`src/hw/rtl/secu_pkg.sv`:
```
// shared types, codes and character helpers for the string equality classifier
`default_nettype none

package secu_pkg;

  // verdict and per-pair class codes share one encoding
  typedef logic [1:0] verdict_t;

  localparam verdict_t VERDICT_SAME      = 2'd0;
  localparam verdict_t VERDICT_CASE      = 2'd1;
  localparam verdict_t VERDICT_LOOKALIKE = 2'd2;
  localparam verdict_t VERDICT_DISTINCT  = 2'd3;

  localparam int CHAR_BITS  = 8;
  localparam int LIMIT_BITS = 16;
  localparam int CFG_BITS   = 16;

  // register indexes on the config port
  typedef logic [1:0] cfg_index_t;

  localparam cfg_index_t REG_COMPARE_LIMIT    = 2'd0;
  localparam cfg_index_t REG_FOLD_CASE        = 2'd1;
  localparam cfg_index_t REG_MATCH_LOOKALIKES = 2'd2;

  // pair queue, power of two depth
  localparam int QUEUE_DEPTH = 2;

  typedef logic [CHAR_BITS-1:0] char_t;

  localparam char_t CH_NUL     = 8'h00;
  localparam char_t CH_LOWER_A = 8'h61;
  localparam char_t CH_LOWER_Z = 8'h7a;
  localparam char_t CH_CASE    = 8'h20;
  localparam char_t CH_I       = 8'h49;
  localparam char_t CH_L_LOW   = 8'h6c;
  localparam char_t CH_O       = 8'h4f;
  localparam char_t CH_O_LOW   = 8'h6f;
  localparam char_t CH_Z       = 8'h5a;
  localparam char_t CH_S       = 8'h53;
  localparam char_t CH_ONE     = 8'h31;
  localparam char_t CH_ZERO    = 8'h30;
  localparam char_t CH_TWO     = 8'h32;
  localparam char_t CH_FIVE    = 8'h35;

  // one classified pair on its way from front to back
  typedef struct packed {
    logic     is_term;
    logic     second_nz;
    verdict_t cls;
  } pair_entry_t;

  function automatic char_t upper_ascii(input char_t b);
    char_t r;
    r = b;
    if (b >= CH_LOWER_A && b <= CH_LOWER_Z) begin
      r = b - CH_CASE;
    end
    return r;
  endfunction

  function automatic char_t glyph_class(input char_t b);
    char_t r;
    r = b;
    if (b == CH_I || b == CH_L_LOW) begin
      r = CH_ONE;
    end else if (b == CH_O || b == CH_O_LOW) begin
      r = CH_ZERO;
    end else if (b == CH_Z) begin
      r = CH_TWO;
    end else if (b == CH_S) begin
      r = CH_FIVE;
    end
    return r;
  endfunction

endpackage

`default_nettype wire

```
`src/hw/rtl/secu_front.sv`:
```
// front stage: accepts character pairs and classifies them
`default_nettype none

module secu_front
  import secu_pkg::*;
(
  input  wire logic        clk,
  input  wire logic        rst,
  input  wire logic        in_valid,
  output logic             in_ready,
  input  wire char_t       first_char,
  input  wire char_t       second_char,
  input  wire logic        fold_case,
  input  wire logic        match_lookalikes,
  output logic             push_valid,
  output pair_entry_t      push_entry,
  input  wire logic        push_ready
);

  logic        front_valid;
  pair_entry_t front_entry;
  pair_entry_t entry_next;

  always_comb begin
    entry_next.is_term   = (first_char == CH_NUL);
    entry_next.second_nz = (second_char != CH_NUL);
    if (first_char == second_char) begin
      entry_next.cls = VERDICT_SAME;
    end else if (fold_case && upper_ascii(first_char) == upper_ascii(second_char)) begin
      entry_next.cls = VERDICT_CASE;
    end else if (match_lookalikes &&
                 glyph_class(first_char) == glyph_class(second_char)) begin
      entry_next.cls = VERDICT_LOOKALIKE;
    end else begin
      entry_next.cls = VERDICT_DISTINCT;
    end
  end

  assign in_ready   = !front_valid || push_ready;
  assign push_valid = front_valid;
  assign push_entry = front_entry;

  always_ff @(posedge clk) begin
    if (rst) begin
      front_valid <= 1'b0;
    end else if (in_valid && in_ready) begin
      front_valid <= 1'b1;
    end else if (push_ready) begin
      front_valid <= 1'b0;
    end
  end

  always_ff @(posedge clk) begin
    if (in_valid && in_ready) begin
      front_entry <= entry_next;
    end
  end

endmodule

`default_nettype wire

```
`src/hw/rtl/secu_queue.sv`:
```
// short queue of classified pairs between front and back
`default_nettype none

module secu_queue
  import secu_pkg::*;
(
  input  wire logic        clk,
  input  wire logic        rst,
  input  wire logic        push_valid,
  output logic             push_ready,
  input  wire pair_entry_t push_entry,
  output logic             pop_valid,
  input  wire logic        pop_ready,
  output pair_entry_t      pop_entry
);

  localparam int PTR_W = (QUEUE_DEPTH > 1) ? $clog2(QUEUE_DEPTH) : 1;
  localparam int CNT_W = $clog2(QUEUE_DEPTH + 1);

  pair_entry_t            slots [QUEUE_DEPTH];
  logic [PTR_W-1:0]       wr_ptr;
  logic [PTR_W-1:0]       rd_ptr;
  logic [CNT_W-1:0]       count;
  logic                   do_push;
  logic                   do_pop;

  assign push_ready = (count != CNT_W'(QUEUE_DEPTH));
  assign pop_valid  = (count != '0);
  assign pop_entry  = slots[rd_ptr];
  assign do_push    = push_valid && push_ready;
  assign do_pop     = pop_valid && pop_ready;

  always_ff @(posedge clk) begin
    if (rst) begin
      wr_ptr <= '0;
      rd_ptr <= '0;
      count  <= '0;
    end else begin
      if (do_push) begin
        wr_ptr <= wr_ptr + PTR_W'(1);
      end
      if (do_pop) begin
        rd_ptr <= rd_ptr + PTR_W'(1);
      end
      case ({do_push, do_pop})
        2'b10:   count <= count + CNT_W'(1);
        2'b01:   count <= count - CNT_W'(1);
        default: count <= count;
      endcase
    end
  end

  always_ff @(posedge clk) begin
    if (do_push) begin
      slots[wr_ptr] <= push_entry;
    end
  end

endmodule

`default_nettype wire

```
`src/hw/rtl/secu_back.sv`:
```
// back stage: position and flag tracking, verdict register
`default_nettype none

module secu_back
  import secu_pkg::*;
#(
  parameter int COUNT_BITS = 16
) (
  input  wire logic                  clk,
  input  wire logic                  rst,
  input  wire logic                  pop_valid,
  output logic                       pop_ready,
  input  wire pair_entry_t           pop_entry,
  input  wire logic [LIMIT_BITS-1:0] compare_limit,
  output logic                       out_valid,
  input  wire logic                  out_ready,
  output verdict_t                   verdict
);

  localparam int CMP_W = (COUNT_BITS > LIMIT_BITS) ? COUNT_BITS : LIMIT_BITS;

  logic [COUNT_BITS-1:0] position;
  logic                  case_seen;
  logic                  lookalike_seen;
  logic                  limit_reached;
  logic                  mismatch_seen;
  logic                  do_pop;
  logic                  at_limit;
  verdict_t              verdict_next;

  assign pop_ready = !pop_entry.is_term || !out_valid || out_ready;
  assign do_pop    = pop_valid && pop_ready;
  assign at_limit  = (compare_limit != '0) &&
                     (CMP_W'(position) >= CMP_W'(compare_limit));

  always_comb begin
    if (mismatch_seen || (!limit_reached && pop_entry.second_nz)) begin
      verdict_next = VERDICT_DISTINCT;
    end else if (case_seen) begin
      verdict_next = VERDICT_CASE;
    end else if (lookalike_seen) begin
      verdict_next = VERDICT_LOOKALIKE;
    end else begin
      verdict_next = VERDICT_SAME;
    end
  end

  always_ff @(posedge clk) begin
    if (rst) begin
      position       <= '0;
      case_seen      <= 1'b0;
      lookalike_seen <= 1'b0;
      limit_reached  <= 1'b0;
      mismatch_seen  <= 1'b0;
    end else if (do_pop) begin
      if (pop_entry.is_term) begin
        position       <= '0;
        case_seen      <= 1'b0;
        lookalike_seen <= 1'b0;
        limit_reached  <= 1'b0;
        mismatch_seen  <= 1'b0;
      end else if (!mismatch_seen && !limit_reached) begin
        if (at_limit) begin
          limit_reached <= 1'b1;
        end else begin
          case (pop_entry.cls)
            VERDICT_CASE:      case_seen      <= 1'b1;
            VERDICT_LOOKALIKE: lookalike_seen <= 1'b1;
            VERDICT_DISTINCT:  mismatch_seen  <= 1'b1;
            default:           ;
          endcase
          if (position != '1) begin
            position <= position + COUNT_BITS'(1);
          end
        end
      end
    end
  end

  always_ff @(posedge clk) begin
    if (rst) begin
      out_valid <= 1'b0;
    end else if (do_pop && pop_entry.is_term) begin
      out_valid <= 1'b1;
    end else if (out_ready) begin
      out_valid <= 1'b0;
    end
  end

  always_ff @(posedge clk) begin
    if (do_pop && pop_entry.is_term) begin
      verdict <= verdict_next;
    end
  end

endmodule

`default_nettype wire

```
`src/hw/rtl/string_equality_classifier_unit.sv`:
```
// top level of the string equality classifier
`default_nettype none

// Compares two byte strings fed as one character pair per item on the input
// channel and returns one verdict per string pair on the output channel when
// the first string's terminator (a zero byte in first_char) arrives. The
// verdict is 0 same, 1 differs in ASCII case (fold_case set; wins over
// lookalikes), 2 differs by lookalikes such as I/l/1, O/o/0, Z/2, S/5
// (match_lookalikes set), or 3 distinct. compare_limit caps how many pairs
// are compared; 0 compares the whole string. Items are taken at a sustained
// rate of one per clock cycle while the output is not stalled. A verdict
// moves from the front classify register, which loads on the accepting edge,
// through the queue to the back flag update, which loads the verdict
// register. A stalled output lets the queue fill, after which the input
// stalls too. Config writes must only be made while no string pair is in
// flight.

module string_equality_classifier_unit
  import secu_pkg::*;
#(
  parameter int COUNT_BITS = 16
) (
  input  wire logic                clk,
  input  wire logic                rst,
  // config write port
  input  wire logic                cfg_write,
  input  wire logic [1:0]          cfg_index,
  input  wire logic [CFG_BITS-1:0] cfg_data,
  // character pair input
  input  wire logic                in_valid,
  output logic                     in_ready,
  input  wire logic [7:0]          first_char,
  input  wire logic [7:0]          second_char,
  // verdict output
  output logic                     out_valid,
  input  wire logic                out_ready,
  output logic [1:0]               verdict
);

  // config registers
  logic [LIMIT_BITS-1:0] compare_limit;
  logic                  fold_case;
  logic                  match_lookalikes;

  // front to queue
  logic        push_valid;
  logic        push_ready;
  pair_entry_t push_entry;

  // queue to back
  logic        pop_valid;
  logic        pop_ready;
  pair_entry_t pop_entry;

  // unknown index is dropped
  always_ff @(posedge clk) begin
    if (rst) begin
      compare_limit    <= '0;
      fold_case        <= 1'b0;
      match_lookalikes <= 1'b0;
    end else if (cfg_write) begin
      case (cfg_index)
        REG_COMPARE_LIMIT:    compare_limit    <= cfg_data[LIMIT_BITS-1:0];
        REG_FOLD_CASE:        fold_case        <= cfg_data[0];
        REG_MATCH_LOOKALIKES: match_lookalikes <= cfg_data[0];
        default:              ;
      endcase
    end
  end

  // classify each pair as it comes in
  secu_front u_front (
    .clk              (clk),
    .rst              (rst),
    .in_valid         (in_valid),
    .in_ready         (in_ready),
    .first_char       (first_char),
    .second_char      (second_char),
    .fold_case        (fold_case),
    .match_lookalikes (match_lookalikes),
    .push_valid       (push_valid),
    .push_entry       (push_entry),
    .push_ready       (push_ready)
  );

  // decouples front from a stalled verdict
  secu_queue u_queue (
    .clk        (clk),
    .rst        (rst),
    .push_valid (push_valid),
    .push_ready (push_ready),
    .push_entry (push_entry),
    .pop_valid  (pop_valid),
    .pop_ready  (pop_ready),
    .pop_entry  (pop_entry)
  );

  // running flags, limit handling and verdict register
  secu_back #(
    .COUNT_BITS (COUNT_BITS)
  ) u_back (
    .clk           (clk),
    .rst           (rst),
    .pop_valid     (pop_valid),
    .pop_ready     (pop_ready),
    .pop_entry     (pop_entry),
    .compare_limit (compare_limit),
    .out_valid     (out_valid),
    .out_ready     (out_ready),
    .verdict       (verdict)
  );

endmodule

`default_nettype wire

```
`config.mk`:
```
export PLATFORM = sky130hd
export DESIGN_NAME = string_equality_classifier_unit
export DESIGN_NICKNAME = d
export VERILOG_FILES = /design/src/hw/rtl/secu_pkg.sv /design/src/hw/rtl/secu_front.sv /design/src/hw/rtl/secu_queue.sv /design/src/hw/rtl/secu_back.sv /design/src/hw/rtl/string_equality_classifier_unit.sv
export SDC_FILE = /design/constraint.sdc
export NUM_CORES = 1
export LEC_CHECK = 0
export BUFFER_PORTS_ARGS = -buffer_cell sky130_fd_sc_hd__buf_2
export CAP_MARGIN = 40
export CORE_ASPECT_RATIO = 1.1
export CORE_MARGIN = 1
export CORE_UTILIZATION = 50
export CTS_CLUSTER_DIAMETER = 80
export DETAILED_ROUTE_END_ITERATION = 10
export PLACE_DENSITY = 0.7
export REMOVE_ABC_BUFFERS = 1
export SYNTH_ARGS = -nofsm -noshare
export SYNTH_HDL_FRONTEND = slang
export SYNTH_SLANG_ARGS = --single-unit
```
`constraint.sdc`:
```
create_clock -name clk -period 6.98 [get_ports clk]
set_clock_uncertainty 0.2 [all_clocks]
set_input_delay 2.094 -clock clk [delete_from_list [all_inputs] [get_ports clk]]
set_output_delay 2.094 -clock clk [all_outputs]
set_load 0.01 [all_outputs]
```
==> metrics.md <==
| Metric | Value |
|---|---|
| CP max FO | 7 |
| Max clock buf depth | 2 |
| Clock sink total | 59 |
| Final period utilization | 60.8% |
| Cells after synthesis | 460 |
| Pin count of the biggest net entering global routing | 31 |
| Arrival time at the worst endpoint | 4.11 ns |
| Post-synthesis cell type count | 71 |
| Gates resized, CTS repair | 0 |
| Detailed Route Iter0 Violations | 99 |
| First-pass GRT wire length | 14500 µm |
| Synthesized area | 3880 µm² |
| Via Count | 3478 |
| CP Launch Type | input pin |
| Vias in the first global route | 3155 |
| Synth Register Bits | 59 |
| Adder-Cell Fraction of Synth Area | 6.44% |
| Vias/cell | 5.80 |
| Post-CTS setup buffer count | 0 |
| # fillers | 688 |
| ANT cells | 0 |
| DRC Markers | 0 |
| Ys async rst share | 0% |
| Synth Area in Compound Gates | 19.1% |
| Core area | 7470 µm² |
| Post-synthesis sequential area ratio | 34.0% |
| Pwr per Cell Area | 215 nW/µm² |
| GRT Util Overall | 22.6% |
| Hold WS | 0.247 ns |
| Post-synth EDFFs | 14 |
| Post-Synth XOR/XNOR Area | 4.22% |
| Final #Nets | 549 |
| Total CTS buffers | 9 |
| Die height | 94.4 µm |
| TritonCTS clock tree | yes |
| Initial antenna violation count | 0 |
| Post-route setup slack | 2.74 ns |
| Worst hold path type | flop to flop |
| Antenna Nets Post-Route | 0 |
| Endpoints failing hold | 0 |
| Cts hold-fix bufs | 0 |
| Post-place setup slack | 2.43 ns |
| Setup TNS | 0 ns |
| Multiplexer area fraction after synthesis | 3.00% |
| Row cnt | 33 |
| Starting Density | 52.0% |
| Avg Synthesized Cell Area | 8.44 µm² |
| Relative slew slack | 37.3% |
| Fin crit period | 4.24 ns |
| Area grow syn2layout | 10.2% |
| CTS H-tree depth | 3 |
| Root Buffer | clkbuf_8 |
| Final Instance Area | 4280 µm² |
| Setup Crit Path Kind | input pin to flop |
| RSZ-0062 raised after global routing | no |
| Io pins | 43 |
| Setup violators final | 0 |
| Synth Warn # | 0 |
| Worst vdd ir | 0.102 mV |
| Placer Congestion | 0.914 |
| Most frequent cells in the layout | nand2_1, dfxtp_1, buf_2, nor2_1, a21oi_1 |
| Post-Route WL | 8620 µm |
| Max Fclk | 236 MHz |
| Pin slew with the least headroom to its limit | 0.940 ns |
| IO Port Bufs | 42 |
| Latest clock arrival within the worst-skew pair | 0.34 ns |
| GRT Residual Overflow | 0 |
| Main combinational cell family by area after synthesis | simple AND/OR/NAND/NOR gates |
| Clk slew on worst S/H paths | 0.07 ns |
| Worst setup EP type | flop |
| Final Util | 57.3% |
| Die footprint | 8120 µm² |
| Layout cell share with drive strength beyond 1 | 14.5% |
| WP data required | 6.84 ns |
| Status | finished clean |
| Commonest non-fill, non-tap cell in the layout | nand2_1 |
| Prevailing post-synth register cell | dfxtp_1 |
| Post-DP Area | 4120 µm² |
| Die width | 86.0 µm |
| # Max-Cap Violations | 0 |
| Drt first pass iters | 4 |
| Simple-gate share of the synthesized area | 27.6% |
| Final Max Slew Viols | 0 |
| WL/cell | 14.4 µm |
| Hpwl dp | 6490 µm |
| LEAKAGE | 1.66 nW |
## per-stage QoR
stage               cells  power (mW)
floorplan             435       0.585
global placement      583       0.654
detailed placement    584       0.662
CTS                   600       0.923
global route          600       0.980
finish                600       0.920
## synthesized netlist by cell type, types with 3 or more instances
| master | n | area [µm²] |
|---|---|---|
| a211o_1 | 7 | 61.3 |
| a211oi_1 | 4 | 30.0 |
| a21o_1 | 5 | 37.5 |
| a21oi_1 | 33 | 165 |
| a221o_1 | 3 | 30.0 |
| a31o_2 | 3 | 26.3 |
| a31oi_1 | 9 | 56.3 |
| and2_1 | 5 | 31.3 |
| and3_1 | 12 | 75.1 |
| and3b_1 | 3 | 26.3 |
| buf_2 | 9 | 45.0 |
| clkbuf_1 | 13 | 48.8 |
| dfxtp_1 | 45 | 901 |
| edfxtp_1 | 14 | 420 |
| ha_1 | 20 | 250 |
| inv_1 | 27 | 101 |
| mux2i_1 | 9 | 90.1 |
| nand2_1 | 52 | 195 |
| nand2b_1 | 7 | 43.8 |
| nand3_1 | 13 | 65.1 |
| nand3b_1 | 6 | 45.0 |
| nand4_1 | 9 | 56.3 |
| nor2_1 | 33 | 124 |
| nor2b_1 | 7 | 43.8 |
| nor3_1 | 9 | 45.0 |
| nor3b_1 | 4 | 30.0 |
| nor4_1 | 6 | 37.5 |
| nor4b_1 | 4 | 35.0 |
| nor4bb_1 | 3 | 30.0 |
| o211ai_1 | 5 | 37.5 |
| o21ai_0 | 6 | 30.0 |
| o22ai_1 | 4 | 25.0 |
| o31ai_1 | 5 | 37.5 |
| or3_1 | 5 | 31.3 |
| or4_1 | 4 | 30.0 |
| xnor2_1 | 10 | 87.6 |
| xor2_1 | 6 | 52.6 |
## logic make-up (layout without fill, tap and decap cells)
family,count (synthesis),count (layout)
simple gates,196,196
compound gates,105,105
flops,59,59
buf+inv,52,87
fa+ha+maj,20,20
xor+xnor,17,17
mux,11,11
## critical path: stages
cell	delay (ns)
buf_2	0.14
nor4bb_1	0.55
buf_1	0.25
nand3_1	0.16
o211ai_1	0.13
nand4_1	0.12
a2111oi_0	0.52
a31oi_1	0.15
## area by class of cell
cell class | count | area [µm²] | share of cell area, %
multi-input cells | 349 | 2340 | 54.8
flip-flops and latches | 59 | 1320 | 30.9
clock buffers | 11 | 131 | 3.07
repair buffers | 44 | 221 | 5.17
well taps | 105 | 131 | 3.07
inverters | 27 | 101 | 2.37
clock inverters | 5 | 28.8 | 0.672
## report_power, final
part | switching, mW | internal, mW
sequential | 0.0271 | 0.379
clock | 0.136 | 0.127
combinational | 0.150 | 0.100
## final timing paths
path                            depth (start not counted)               endpoint  slack [ns]             startpoint
worst max-delay path                                    8  u_front.push_entry[0]        2.74         second_char[6]
worst min-delay path                                    0    u_queue.slots[0][0]        0.25  u_front.push_entry[0]
worst max register to register                          7     u_back.position[0]        4.02     u_back.position[1]
worst min register to register                          0    u_queue.slots[0][0]        0.25  u_front.push_entry[0]
## per-layer routing
layer / GRT usage, % / routed length, µm / part of all wire [%] / up-vias
met2: 35.8 / 3980 / 46 / 81
li1: - / - / - / 1757
met3: 5.42 / 371 / 4.3 / 10
met5: 0 / 0 / 0 / -
met4: 7.78 / 111 / 1.3 / 0
met1: 30.0 / 4160 / 48 / 1630
## registers in the layout, summed over array words and instances (netlist names), 2 cells and up, named ones only
| register | flops |
|---|---|
| u_queue.slots | 8 |
| u_queue.count | 2 |
| u_back.verdict | 2 |
| u_back.position | 16 |
| u_front.push_entry | 4 |
| compare_limit | 16 |
No activity file was read; power rests on OpenSTA's default activity.
